**config.mk**
```make
export PLATFORM = sky130hd
export DESIGN_NAME = wmfc_ctrl
export DESIGN_NICKNAME = d
export VERILOG_FILES = /design/src/sv/wmfc_pkg.sv /design/src/sv/wmfc_ctrl.sv
export SDC_FILE = /design/constraint.sdc
export NUM_CORES = 1
export LEC_CHECK = 0
export ABC_CLOCK_PERIOD_IN_PS = 2200
export BUFFER_PORTS_ARGS = -buffer_cell sky130_fd_sc_hd__buf_2
export CORE_MARGIN = 3
export CORE_UTILIZATION = 25
export CTS_CLUSTER_SIZE = 40
export DETAILED_ROUTE_END_ITERATION = 7
export PLACE_DENSITY_LB_ADDON = 0.15
export SYNTH_ARGS = -nofsm -noshare
export SYNTH_HDL_FRONTEND = slang
export SYNTH_SLANG_ARGS = --single-unit
```
**constraint.sdc**
```tcl
create_clock -name i_clk -period 2.2 [get_ports i_clk]
set_input_delay 0.11 -clock i_clk [delete_from_list [all_inputs] [get_ports i_clk]]
set_output_delay 0.11 -clock i_clk [all_outputs]
set_load 0.03 [all_outputs]
```
**src/sv/wmfc_pkg.sv**
```systemverilog
// ----------------------------------------------------------------------------
// wmfc_pkg
// Shared types and constants of the five-channel windowed mean block.
// ----------------------------------------------------------------------------
package wmfc_pkg;

    localparam int NCH       = 5;
    localparam int CH_W      = 16;
    localparam int CFG_W     = 9;
    localparam int CNT_OUT_W = 9;
    localparam int IN_W      = NCH * CH_W;
    localparam int OUT_RAW_W = NCH * CH_W + CNT_OUT_W;
    localparam int OUT_W     = ((OUT_RAW_W + 7) / 8) * 8;

    typedef logic [NCH-1:0][CH_W-1:0] t_chan_vec;

    typedef enum logic [2:0] {
        ST_IDLE,
        ST_READ,
        ST_UPDATE,
        ST_DLOAD,
        ST_DIV,
        ST_OUT
    } t_state;

    // Commands from the controller to the datapath.
    typedef struct packed {
        logic load_in;
        logic rd;
        logic upd;
        logic div_load;
        logic div_step;
        logic out_load;
    } t_cmd;

endpackage

```
**src/sv/wmfc_ctrl.sv**
```systemverilog
// ----------------------------------------------------------------------------
// wmfc_ctrl
// Controller: sequences read, update, division and result hand-off for one
// sample at a time and owns the result valid flag.
// ----------------------------------------------------------------------------
module wmfc_ctrl
    import wmfc_pkg::*;
#(
    parameter int STEPS = 24
) (
    input  logic i_clk,
    input  logic i_rst_n,
    input  logic i_in_valid,
    output logic o_in_ready,
    output logic o_out_valid,
    input  logic i_out_ready,
    output t_cmd o_cmd
);

    localparam int CNTW = $clog2(STEPS);

    t_state          r_state, n_state;
    logic [CNTW-1:0] r_cnt, n_cnt;
    logic            r_out_valid, n_out_valid;

    always_ff @(posedge i_clk) begin
        if (!i_rst_n) begin
            r_state     <= ST_IDLE;
            r_cnt       <= '0;
            r_out_valid <= 1'b0;
        end else begin
            r_state     <= n_state;
            r_cnt       <= n_cnt;
            r_out_valid <= n_out_valid;
        end
    end

    always_comb begin
        n_state    = r_state;
        n_cnt      = r_cnt;
        o_cmd      = '0;
        o_in_ready = 1'b0;
        unique case (r_state)
            ST_IDLE: begin
                o_in_ready = 1'b1;
                if (i_in_valid) begin
                    o_cmd.load_in = 1'b1;
                    n_state       = ST_READ;
                end
            end
            ST_READ: begin
                o_cmd.rd = 1'b1;
                n_state  = ST_UPDATE;
            end
            ST_UPDATE: begin
                o_cmd.upd = 1'b1;
                n_state   = ST_DLOAD;
            end
            ST_DLOAD: begin
                o_cmd.div_load = 1'b1;
                n_cnt          = '0;
                n_state        = ST_DIV;
            end
            ST_DIV: begin
                o_cmd.div_step = 1'b1;
                n_cnt          = r_cnt + CNTW'(1);
                if (r_cnt == CNTW'(STEPS - 1)) begin
                    n_state = ST_OUT;
                end
            end
            ST_OUT: begin
                if (!r_out_valid || i_out_ready) begin
                    o_cmd.out_load = 1'b1;
                    n_state        = ST_IDLE;
                end
            end
            default: begin
                n_state = ST_IDLE;
            end
        endcase

        priority if (o_cmd.out_load) begin
            n_out_valid = 1'b1;
        end else if (i_out_ready) begin
            n_out_valid = 1'b0;
        end else begin
            n_out_valid = r_out_valid;
        end
    end

    assign o_out_valid = r_out_valid;

endmodule

```
==> results of run 1 <==
==> state kept, by name, summed over array words and instances, names as in the netlist <==
signal and cells:
o_out_valid 1, r_cnt 5, r_state 3
==> synth_stat cells <==
library cell  instances  area share
buf_6                 3       0.067
a311oi_2              1       0.030
and2_1                1       0.012
nand2_1               2       0.015
nand3b_1              3       0.045
nor2b_1               2       0.025
buf_4                 1       0.015
o32a_1                1       0.020
ha_1                  1       0.025
xnor2_1               1       0.017
inv_1                 3       0.022
a211o_1               1       0.017
nor2_1                1      0.0075
nand3_1               3       0.030
o21ai_0               2       0.020
mux2i_1               2       0.040
nor3_1                2       0.020
nor3b_4               1       0.037
nor3b_1               2       0.030
nand4_1               3       0.037
a21oi_1               4       0.040
clkbuf_1              1      0.0075
nand2b_1              5       0.062
dfxtp_1               9        0.36
==> through the flow <==
step / utilization / instances / cell area, µm² / setup WS, ns / hold slack [ns]
floorplan: - / 55 / 503 / 0.526 / 0.356
global placement: 0.299 / 86 / 544 / 0.895 / 0.453
detailed placement: 0.299 / 86 / 544 / 0.866 / 0.453
CTS: 0.313 / 90 / 571 / 0.657 / 0.175
global route: 0.313 / 90 / 571 / 0.576 / 0.202
finish: 0.313 / 90 / 571 / 0.676 / 0.184
==> power groups by stage <==
stage                     clock (mW)  combinational (mW)  sequential [mW]
after floorplan                    0              0.0769            0.175
after global placement             0              0.0737            0.187
after detailed placement           0              0.0736            0.188
after CTS                      0.136              0.0740            0.184
after global routing           0.145              0.0794            0.185
final                          0.130              0.0732            0.184
==> logic make-up after synthesis <==
logic type / Yosys count / share of synthesized area
simple gates: 25 / 0.321
xor+xnor: 1 / 0.0174
mux: 2 / 0.0398
fa+ha+maj: 1 / 0.0249
flops: 9 / 0.358
buf+inv: 8 / 0.112
compound gates: 9 / 0.127
==> how the worst max path moves through the flow <==
stage                            endpoint  slack, ns  depth (start not counted)
floorplan                        o_cmd[5]       0.53                          3
CTS                              o_cmd[1]       0.66                          2
global placement    r_cnt[2]$_SDFFE_PN0P_       0.90                          3
detailed placement  r_cnt[2]$_SDFFE_PN0P_       0.87                          3
finish                           o_cmd[1]       0.68                          2
global route                     o_cmd[1]       0.58                          2
==> worst register-to-register path, stage by stage (launching register included) <==
cell      delay (ns)
dfxtp_1         0.48
nor3b_4         0.40
nand2b_1        0.12
a311oi_2        0.26
==> area by class of cell <==
type | instances | area, µm²
Inverter | 3 | 11.3
Timing Repair Buffer | 11 | 55.1
Clock buffer | 4 | 26.3
Sequential cell | 9 | 180
Fill cell | 206 | 1250
Multi-Input combinational cell | 38 | 267
Tap cell | 25 | 31.3
==> per-layer routing <==
| metal | up-vias | share of wire |
|---|---|---|
| met5 | - | 0 |
| met4 | 0 | 0.0063 |
| li1 | 214 | - |
| met3 | 2 | 0.091 |
| met2 | 15 | 0.39 |
| met1 | 181 | 0.51 |
==> insert_results.sql, run 1 <==
INSERT INTO impl_metrics (metric_group, metric, value, unit) VALUES
('clocking', 'cts_sinks', '9', ''),
('drt', 'detail_route.wirelength', '947', 'µm'),
('placement', 'place.detailed.hpwl', '671', 'µm'),
('global_route', 'groute.layer.met2.usage', '0.122', ''),
('timing', 'post_layout_minimum_cycle_time', '1.52', 'ns'),
('synthesis', 'synth.lib_cells_used.distinct', '24', ''),
('timing', 'finalSetupTns', '0', 'ns'),
('worst_hold_path', 'timing.hold.worst.class', 'input pin to flip-flop', ''),
('timing', 'max_slew_violation_total_from_the_final_report', '0', ''),
('layout', 'synth_to_layout_area_growth', '13.4', '%'),
('worst_setup_path', 'category_of_the_worst_setup_path_launch_point', 'flip-flop', ''),
('worst_setup_path', 'path_buf_inv', '1', ''),
('clocking', 'clkTransAtPathRegs', '0.06', 'ns'),
('layout', 'most-common-layout-cells', '11 x buf_2, 9 x dfxtp_1, 5 x nand2b_1', ''),
('timing', 'share_of_the_clock_period_used_by_the_worst_path_after_layout', '0.693', ''),
('timing', 'tightestPinTransition', '0.363', 'ns'),
('placement', 'port_buffers', '11', ''),
('floorplan', 'num_io_pins', '12', ''),
('layout', 'antenna-diode-count', '0', ''),
('layout', 'most_frequent_standard_cell_in_the_layout_excluding_fill_and_tap_cells', 'buf_2', ''),
('worst_setup_path', 'cp-end-kind', 'output port', ''),
('worst_setup_path', 'critical_path_launch_point', 'r_state[2]$_SDFFE_PN0P_', ''),
('floorplan', 'num_rows', '15', ''),
('power_and_ir_drop', 'power_frac_comb', '0.189', ''),
('drt', 'avgRoutedWirePerCell', '10.5', 'µm'),
('clocking', 'cts_hold_repair.buffers', '0', ''),
('worst_setup_path', 'crit_fanout', '9', ''),
('clocking', 'cts_max_path_buffers', '2', ''),
('drt', 'drt_pre_antenna_iters', '4', ''),
('placement', 'gp_routability_congestion', '0.700', ''),
('worst_hold_path', 'worst_hold_startpoint', 'i_rst_n', ''),
('power_and_ir_drop', 'p_sw_frac', '0.313', ''),
('clocking', 'clk_latency', '0.26', 'ns'),
('worst_setup_path', 'worstSetupPathType', 'flip-flop to output port', ''),
('power_and_ir_drop', 'fraction_of_power_consumed_by_sequential_logic', '0.476', ''),
('global_route', 'antenna_found_initial', '0', ''),
('floorplan', 'initial_core_utilization', '0.276', ''),
('layout', 'drive_gt1_frac', '0.246', ''),
('power_and_ir_drop', 'cell_internal_pwr', '266', 'µW'),
('synthesis', 'postSynthAreaPerCell', '9.15', 'µm²'),
('synthesis', 'postSynthNetCount', '60', ''),
('clocking', 'cts_bufs_inserted', '3', ''),
('floorplan', 'die_width', '50.9', 'µm'),
('floorplan', 'core-area', '0.00182', 'mm²'),
('global_route', 'grt_usage', '0.0811', ''),
('synthesis', 'yosysSeqAreaShare', '0.358', ''),
('drt', 'postRouteAntennaNets', '0', ''),
('layout', 'final_nets', '71', ''),
('worst_setup_path', 'worstRegToRegCells', '3', ''),
('status', 'outcome', 'complete, no violations', ''),
('worst_hold_path', 'hold-path-cell-count', '3', ''),
('drt', 'routed_via_density', '4.58', ''),
('timing', 'worst_slew_margin_rel', '0.758', ''),
('global_route', 'grt_first_pass_wirelength', '1530', 'µm'),
('clocking', 'tritoncts', 'done', ''),
('power_and_ir_drop', 'power', '387', 'µW'),
('synthesis', 'post_synth_inst_count', '55', ''),
('global_route', 'global_route.usage.met1', '0.0984', ''),
('global_route', 'groute.layer.met3.usage', '0.0525', ''),
('clocking', 'postCtsResizedCells', '0', ''),
('drt', 'detail_route.iter0.violations', '3', ''),
('floorplan', 'die_area', '0.00259', 'mm²'),
('synthesis', 'synthesis.yosys.warnings', '0', ''),
('worst_setup_path', 'r2r_setup_slack', '0.87', 'ns'),
('worst_setup_path', 'cp.arrival', '1.41', 'ns'),
('global_route', 'top_usage_layer', 'met2', ''),
('worst_setup_path', 'worstReg2RegEnd', 'r_cnt[2]$_SDFFE_PN0P_', ''),
('timing', 'finalSetupViolCount', '0', ''),
('synthesis', 'ys_ff_latch', '9', ''),
('drt', 'route.vias.total', '412', ''),
('clocking', 'postCtsSetupRepairBufs', '0', '');
Power figures use the tool's default switching activity.
==> run 2, diff against run 1 <==
ABC_CLOCK_PERIOD_IN_PS = 1400   (was 2200)
clock period = 1.4 ns   (was 2.2 ns; I/O delays follow)
==> run 2 against run 1 <==
  * Final cell count grew 3.3%
  * Critical path depth grew 2
  * Core utilization grew 1.6 points
  * Clock skew shrank 0.0020 ns
  * Die area is the same
  * Via count grew 4.1%
  * Non-clock buffer count grew 3
  * Design area grew 5.3%
  * Sequential share of layout area shrank 1.2 points
  * Setup slack lost 0.57 ns
  * Sequential power grew 58%
  * Wire length grew 6.9%
  * Critical endpoint is now o_cmd[5]
  * Largest cell class unchanged
==> insert_results.sql, run 2 (synthesis gave the netlist of run 1 again) <==
INSERT INTO impl_metrics (metric_group, metric, value, unit) VALUES
('drt', 'postRouteAntennaNets', '0', ''),
('worst_hold_path', 'timing.hold.worst.class', 'input pin to flip-flop', ''),
('timing', 'worst_slew_margin_rel', '0.848', ''),
('worst_setup_path', 'cp-end-kind', 'output port', ''),
('power_and_ir_drop', 'p_per_area', '1020', 'mW/mm²'),
('floorplan', 'die_width', '50.9', 'µm'),
('drt', 'drt_pre_antenna_iters', '4', ''),
('timing', 'post_layout_minimum_cycle_time', '1.29', 'ns'),
('drt', 'detail_route.wirelength', '1010', 'µm'),
('drt', 'routed_via_density', '4.61', ''),
('timing', 'tightestPinTransition', '0.227', 'ns'),
('layout', 'synth_to_layout_area_growth', '19.4', '%'),
('layout', 'final_cell_area', '601', 'µm²'),
('global_route', 'globalRouteOverflowTotal', '0', ''),
('layout', 'most_frequent_standard_cell_in_the_layout_excluding_fill_and_tap_cells', 'buf_2', ''),
('timing', 'max_slew_violation_total_from_the_final_report', '0', ''),
('floorplan', 'core-area', '0.00182', 'mm²'),
('global_route', 'grt_first_pass_wirelength', '1680', 'µm'),
('clocking', 'clk_latency', '0.26', 'ns'),
('layout', 'drive_gt1_frac', '0.324', ''),
('clocking', 'cts_max_path_buffers', '2', ''),
('floorplan', 'dieHeight', '50.9', 'µm'),
('timing', 'rsz0062_at_grt', 'false', ''),
('timing', 'share_of_the_clock_period_used_by_the_worst_path_after_layout', '0.924', ''),
('drt', 'detail_route.iter0.violations', '9', ''),
('global_route', 'grt_pass1_vias', '359', ''),
('drt', 'drc', '0', ''),
('placement', 'place.detailed.hpwl', '738', 'µm'),
('timing', 'finalSetupViolCount', '0', ''),
('clocking', 'cts_sinks', '9', ''),
('worst_setup_path', 'cp.arrival', '1.22', 'ns'),
('layout', 'most-common-layout-cells', '11 x buf_2, 7 x dfxtp_1, 5 x nand2b_1', ''),
('global_route', 'pin_count_of_the_biggest_net_entering_global_routing', '10', ''),
('power_and_ir_drop', 'peakVddDrop', '0.541', 'mV'),
('clocking', 'cts_bufs_inserted', '3', ''),
('placement', 'gp_routability_congestion', '0.712', ''),
('layout', 'antenna-diode-count', '0', ''),
('floorplan', 'num_rows', '15', ''),
('floorplan', 'initial_core_utilization', '0.276', ''),
('clocking', 'tritoncts', 'done', ''),
('status', 'outcome', 'complete, no violations', ''),
('timing', 'setup_skew_after_layout', '0.00216', 'ns'),
('placement', 'post_dp_cell_area', '557', 'µm²'),
('clocking', 'h-tree-depth', '1', ''),
('layout', 'largest-register', 'r_cnt', ''),
('flow_run', 'drv_cap', '0', ''),
('timing', 'hold_violations', '0', ''),
('timing', 'finalSetupTns', '0', 'ns'),
('clocking', 'clock_tree.root_cell', 'clkbuf_4', ''),
('drt', 'route.vias.total', '429', ''),
('layout', 'largest_register_ff_count', '5', ''),
('global_route', 'antenna_found_initial', '0', ''),
('worst_setup_path', 'timing.critical_path.required', '1.33', 'ns'),
('clocking', 'clkTransAtPathRegs', '0.06', 'ns'),
('worst_setup_path', 'worstSetupPathType', 'flip-flop to output port', ''),
('power_and_ir_drop', 'cellLeakagePower', '0.263', 'nW'),
('layout', 'final_nets', '74', ''),
('global_route', 'grt_usage', '0.0877', ''),
('worst_setup_path', 'category_of_the_worst_setup_path_launch_point', 'flip-flop', ''),
('worst_setup_path', 'crit_fanout', '7', ''),
('drt', 'avgRoutedWirePerCell', '10.9', 'µm'),
('floorplan', 'num_io_pins', '12', ''),
('placement', 'port_buffers', '11', ''),
('floorplan', 'die_area', '0.00259', 'mm²'),
('timing', 'timing.fmax', '0.773', 'GHz'),
('timing', 'fin_hold_ws', '0.138', 'ns');
run 2: cell types whose count changed in the layout (fill, tap and decap cells not counted), sizes merged:
cell  change
buf       +3
run 2: critical path, cell delays in order, from the launching register on:
cell	delay, ns
dfxtp_1	0.32
buf_4	0.16
nor3_2	0.16
and2_1	0.14
buf_2	0.19
run 2: layer usage:
| layer | global-route usage | up-vias | wire, µm |
|---|---|---|---|
| li1 | - | 218 | - |
| met2 | 0.120 | 18 | 435 |
| met4 | 0.0269 | 0 | 6 |
| met5 | 0 | - | 0 |
| met1 | 0.119 | 191 | 483 |
| met3 | 0.0437 | 2 | 87 |
run 2: where the power goes:
part           leakage [nW]  internal (mW)  switching [mW]
Combinational         0.175         0.0477          0.0751
Sequential           0.0736          0.267          0.0237
Clock                0.0150          0.110          0.0897
Total                 0.263          0.425           0.188
run 2: final cells by class:
cell class	count	area, µm²
clock buffers	4	26.3
fillers	211	1220
inverters	3	11.3
multi-input cells	38	272
flip-flops and latches	9	183
well taps	25	31.3
repair buffers	14	77.6
run 2: path summary, 6_finish.rpt:
kind | startpoint | endpoint | slack [ns] | cells past startpoint
setup / recovery | r_state[2]$_SDFFE_PN0P_ | o_cmd[5] | 0.11 | 4
hold / removal | i_rst_n | r_cnt[0]$_SDFFE_PN0P_ | 0.14 | 3
setup reg to reg | r_state[0]$_SDFFE_PN0P_ | r_cnt[2]$_SDFFE_PN0P_ | 0.17 | 4
hold reg to reg | r_cnt[4]$_SDFFE_PN0P_ | r_state[0]$_SDFFE_PN0P_ | 0.49 | 2
run 2: what timing repair did:
item | 4_1_cts | 5_1_grt
hold buffers | 0 | 0
hold endpoints to repair | 0 | 0
gates resized for setup | 2 | 0
setup endpoints to repair | 3 | 0
buffers inserted | 2 | 0
run 2: metrics by stage:
stage	utilization	instances	worst slack (ns)	power [mW]
finish	0.330	93	0.106	0.613
global route	0.330	93	0.0231	0.651
CTS	0.330	93	0.0857	0.624
detailed placement	0.306	87	0.106	0.416
global placement	0.306	87	0.132	0.414
floorplan	-	55	0.0253	0.399
==> run 3, diff against run 2 <==
--- a/config.mk
+++ b/config.mk
@@ -7,3 +7,3 @@
 export LEC_CHECK = 0
-export ABC_CLOCK_PERIOD_IN_PS = 1400
+export ABC_CLOCK_PERIOD_IN_PS = 1500
 export BUFFER_PORTS_ARGS = -buffer_cell sky130_fd_sc_hd__buf_2
==> constraint.sdc (replaced) <==
create_clock -name i_clk -period 1.5 [get_ports i_clk]
set_input_delay 0.3 -clock i_clk [delete_from_list [all_inputs] [get_ports i_clk]]
set_output_delay 0.3 -clock i_clk [all_outputs]
set_load 0.03 [all_outputs]
==> run 3 against run 2 <==
  * Clock power is 9.5% lower
  * Sequential power is 6% lower
  * Critical endpoint is now o_cmd[0]
  * Wire length is 0.49% lower
==> insert_results.sql, run 3 (synthesis gave the netlist of run 1 again) <==
INSERT INTO impl_metrics (metric_group, metric, value, unit) VALUES
('timing', 'tightestPinTransition', '0.188', 'ns'),
('drt', 'detail_route.iter0.violations', '7', ''),
('power_and_ir_drop', 'power_frac_clock', '0.307', ''),
('timing', 'setup_skew_after_layout', '0.00239', 'ns'),
('timing', 'max_slew_violation_total_from_the_final_report', '0', ''),
('layout', 'drive_gt1_frac', '0.380', ''),
('placement', 'gp_routability_congestion', '0.737', ''),
('clocking', 'cts_max_path_buffers', '2', ''),
('clocking', 'cts_hold_repair.buffers', '0', ''),
('flow_run', 'drv_cap', '0', ''),
('placement', 'place.detailed.hpwl', '707', 'µm'),
('power_and_ir_drop', 'power_frac_comb', '0.227', ''),
('timing', 'finalSetupViolCount', '0', ''),
('layout', 'antenna-diode-count', '0', ''),
('global_route', 'grt_usage', '0.0861', ''),
('drt', 'detail_route.wirelength', '1010', 'µm'),
('timing', 'rsz0062_at_grt', 'true', ''),
('floorplan', 'initial_core_utilization', '0.276', ''),
('timing', 'post_layout_minimum_cycle_time', '1.43', 'ns'),
('timing', 'share_of_the_clock_period_used_by_the_worst_path_after_layout', '0.956', ''),
('global_route', 'grt_first_pass_wirelength', '1640', 'µm'),
('global_route', 'pin_count_of_the_biggest_net_entering_global_routing', '10', ''),
('status', 'outcome', 'complete, no violations', ''),
('drt', 'postRouteAntennaNets', '0', ''),
('layout', 'final_nets', '77', ''),
('drt', 'route.vias.total', '438', ''),
('power_and_ir_drop', 'netSwitchingPower', '175', 'µW'),
('clocking', 'clkTransAtPathRegs', '0.06', 'ns'),
('layout', 'largest-register', 'r_cnt', ''),
('clocking', 'cts_bufs_inserted', '3', ''),
('timing', 'worst_slew_margin_rel', '0.874', ''),
('clocking', 'cts_sinks', '9', ''),
('floorplan', 'num_rows', '15', ''),
('worst_setup_path', 'cp-end-kind', 'output port', ''),
('timing', 'hold_violations', '0', ''),
('clocking', 'tritoncts', 'done', ''),
('power_and_ir_drop', 'cellLeakagePower', '0.284', 'nW'),
('floorplan', 'dieHeight', '50.9', 'µm'),
('timing', 'timing.fmax', '0.697', 'GHz'),
('clocking', 'clock_tree.root_cell', 'clkbuf_4', ''),
('drt', 'avgRoutedWirePerCell', '10.5', 'µm'),
('floorplan', 'die_area', '0.00259', 'mm²'),
('clocking', 'h-tree-depth', '1', ''),
('worst_hold_path', 'timing.hold.worst.class', 'input pin to flip-flop', ''),
('power_and_ir_drop', 'power', '587', 'µW'),
('placement', 'pre_cts_ws', '0.136', 'ns'),
('global_route', 'grt_pass1_vias', '371', ''),
('drt', 'routed_via_density', '4.56', ''),
('layout', 'most_frequent_standard_cell_in_the_layout_excluding_fill_and_tap_cells', 'buf_2', ''),
('placement', 'dp_cells', '89', ''),
('layout', 'synth_to_layout_area_growth', '29.9', '%'),
('worst_setup_path', 'timing.critical_path.required', '1.20', 'ns'),
('floorplan', 'die_width', '50.9', 'µm'),
('power_and_ir_drop', 'fraction_of_power_consumed_by_sequential_logic', '0.467', ''),
('global_route', 'globalRouteOverflowTotal', '0', ''),
('global_route', 'antenna_found_initial', '0', ''),
('drt', 'drt_pre_antenna_iters', '4', ''),
('floorplan', 'core-area', '0.00182', 'mm²'),
('layout', 'final_non_filler_cell_total', '96', ''),
('worst_setup_path', 'cp.arrival', '1.13', 'ns'),
('power_and_ir_drop', 'peakVddDrop', '0.563', 'mV'),
('power_and_ir_drop', 'cell_internal_pwr', '412', 'µW'),
('power_and_ir_drop', 'p_sw_frac', '0.298', ''),
('layout', 'most-common-layout-cells', '8 x buf_2, 7 x buf_4, 6 x dfxtp_1', ''),
('floorplan', 'num_io_pins', '12', ''),
('drt', 'drc', '0', ''),
('timing', 'worst_slack', '0.0655', 'ns'),
('power_and_ir_drop', 'p_per_area', '898', 'mW/mm²'),
('worst_setup_path', 'crit_fanout', '9', ''),
('clocking', 'clk_latency', '0.25', 'ns'),
('worst_setup_path', 'worstSetupPathType', 'flip-flop to output port', ''),
('worst_setup_path', 'category_of_the_worst_setup_path_launch_point', 'flip-flop', ''),
('layout', 'largest_register_ff_count', '5', ''),
('placement', 'port_buffers', '11', '');
## run 3: cell types whose count changed in the layout (fill, tap and decap cells not counted)
cell,delta
nor3_4,+1
nor3_2,-1
and2_1,-1
buf_6,+2
buf_4,+4
dfxtp_1,-1
dfxtp_2,-1
dfxtp_4,+2
and2_4,+1
buf_2,-3
## run 3: through the flow
step / setup TNS, ns / utilization / instance area, µm² / hold slack (ns)
final: 0 / 0.359 / 653 / 0.379
after global routing: -0.0503 / 0.359 / 653 / 0.399
after CTS: 0 / 0.346 / 629 / 0.375
after detailed placement: 0 / 0.318 / 578 / 0.484
after global placement: 0 / 0.318 / 578 / 0.478
after floorplan: 0 / - / 514 / 0.453
## run 3: final timing paths
path	from	end	slack, ns	cells after the start
worst max-delay path	r_state[1]$_SDFFE_PN0P_	o_cmd[0]	0.07	3
worst min-delay path	i_rst_n	r_cnt[3]$_SDFFE_PN0P_	0.38	3
worst max register to register	r_state[0]$_SDFFE_PN0P_	r_cnt[4]$_SDFFE_PN0P_	0.22	5
worst min register to register	r_cnt[4]$_SDFFE_PN0P_	r_state[0]$_SDFFE_PN0P_	0.49	2
## run 3: routing by layer
| layer | wire length (µm) | GRT usage | part of all wire | up-vias |
|---|---|---|---|---|
| met5 | 0 | 0 | 0 | - |
| met4 | 11 | 0.0135 | 0.011 | 0 |
| met3 | 69 | 0.0525 | 0.069 | 2 |
| met2 | 452 | 0.135 | 0.45 | 12 |
| met1 | 474 | 0.102 | 0.47 | 197 |
| li1 | - | - | - | 227 |
## run 3: area by class of cell
| cell class | instances | area [µm²] |
|---|---|---|
| fillers | 204 | 1170 |
| multi-input cells | 38 | 280 |
| flip-flops and latches | 9 | 189 |
| repair buffers | 17 | 115 |
| well taps | 25 | 31.3 |
| clock buffers | 4 | 26.3 |
| inverters | 3 | 11.3 |
## run 3: power groups by stage
stage / clock (mW) / sequential [mW] / combinational (mW)
after floorplan: 0 / 0.257 / 0.122
after global placement: 0 / 0.276 / 0.119
after detailed placement: 0 / 0.277 / 0.120
after CTS: 0.193 / 0.273 / 0.128
after global routing: 0.207 / 0.276 / 0.144
final: 0.180 / 0.274 / 0.133
## run 3: critical path, stage by stage, from the launching register on
cell	delay, ns
dfxtp_4	0.38
nand3b_1	0.20
nor2b_1	0.13
buf_4	0.16
## run 3: timing repair
| item | 4_1_cts | 5_1_grt |
|---|---|---|
| endpoints found under the setup margin | 6 | 4 |
| gates resized for setup | 7 | 4 |
| pin swaps | 2 | 1 |
| buffers inserted | 1 | 2 |
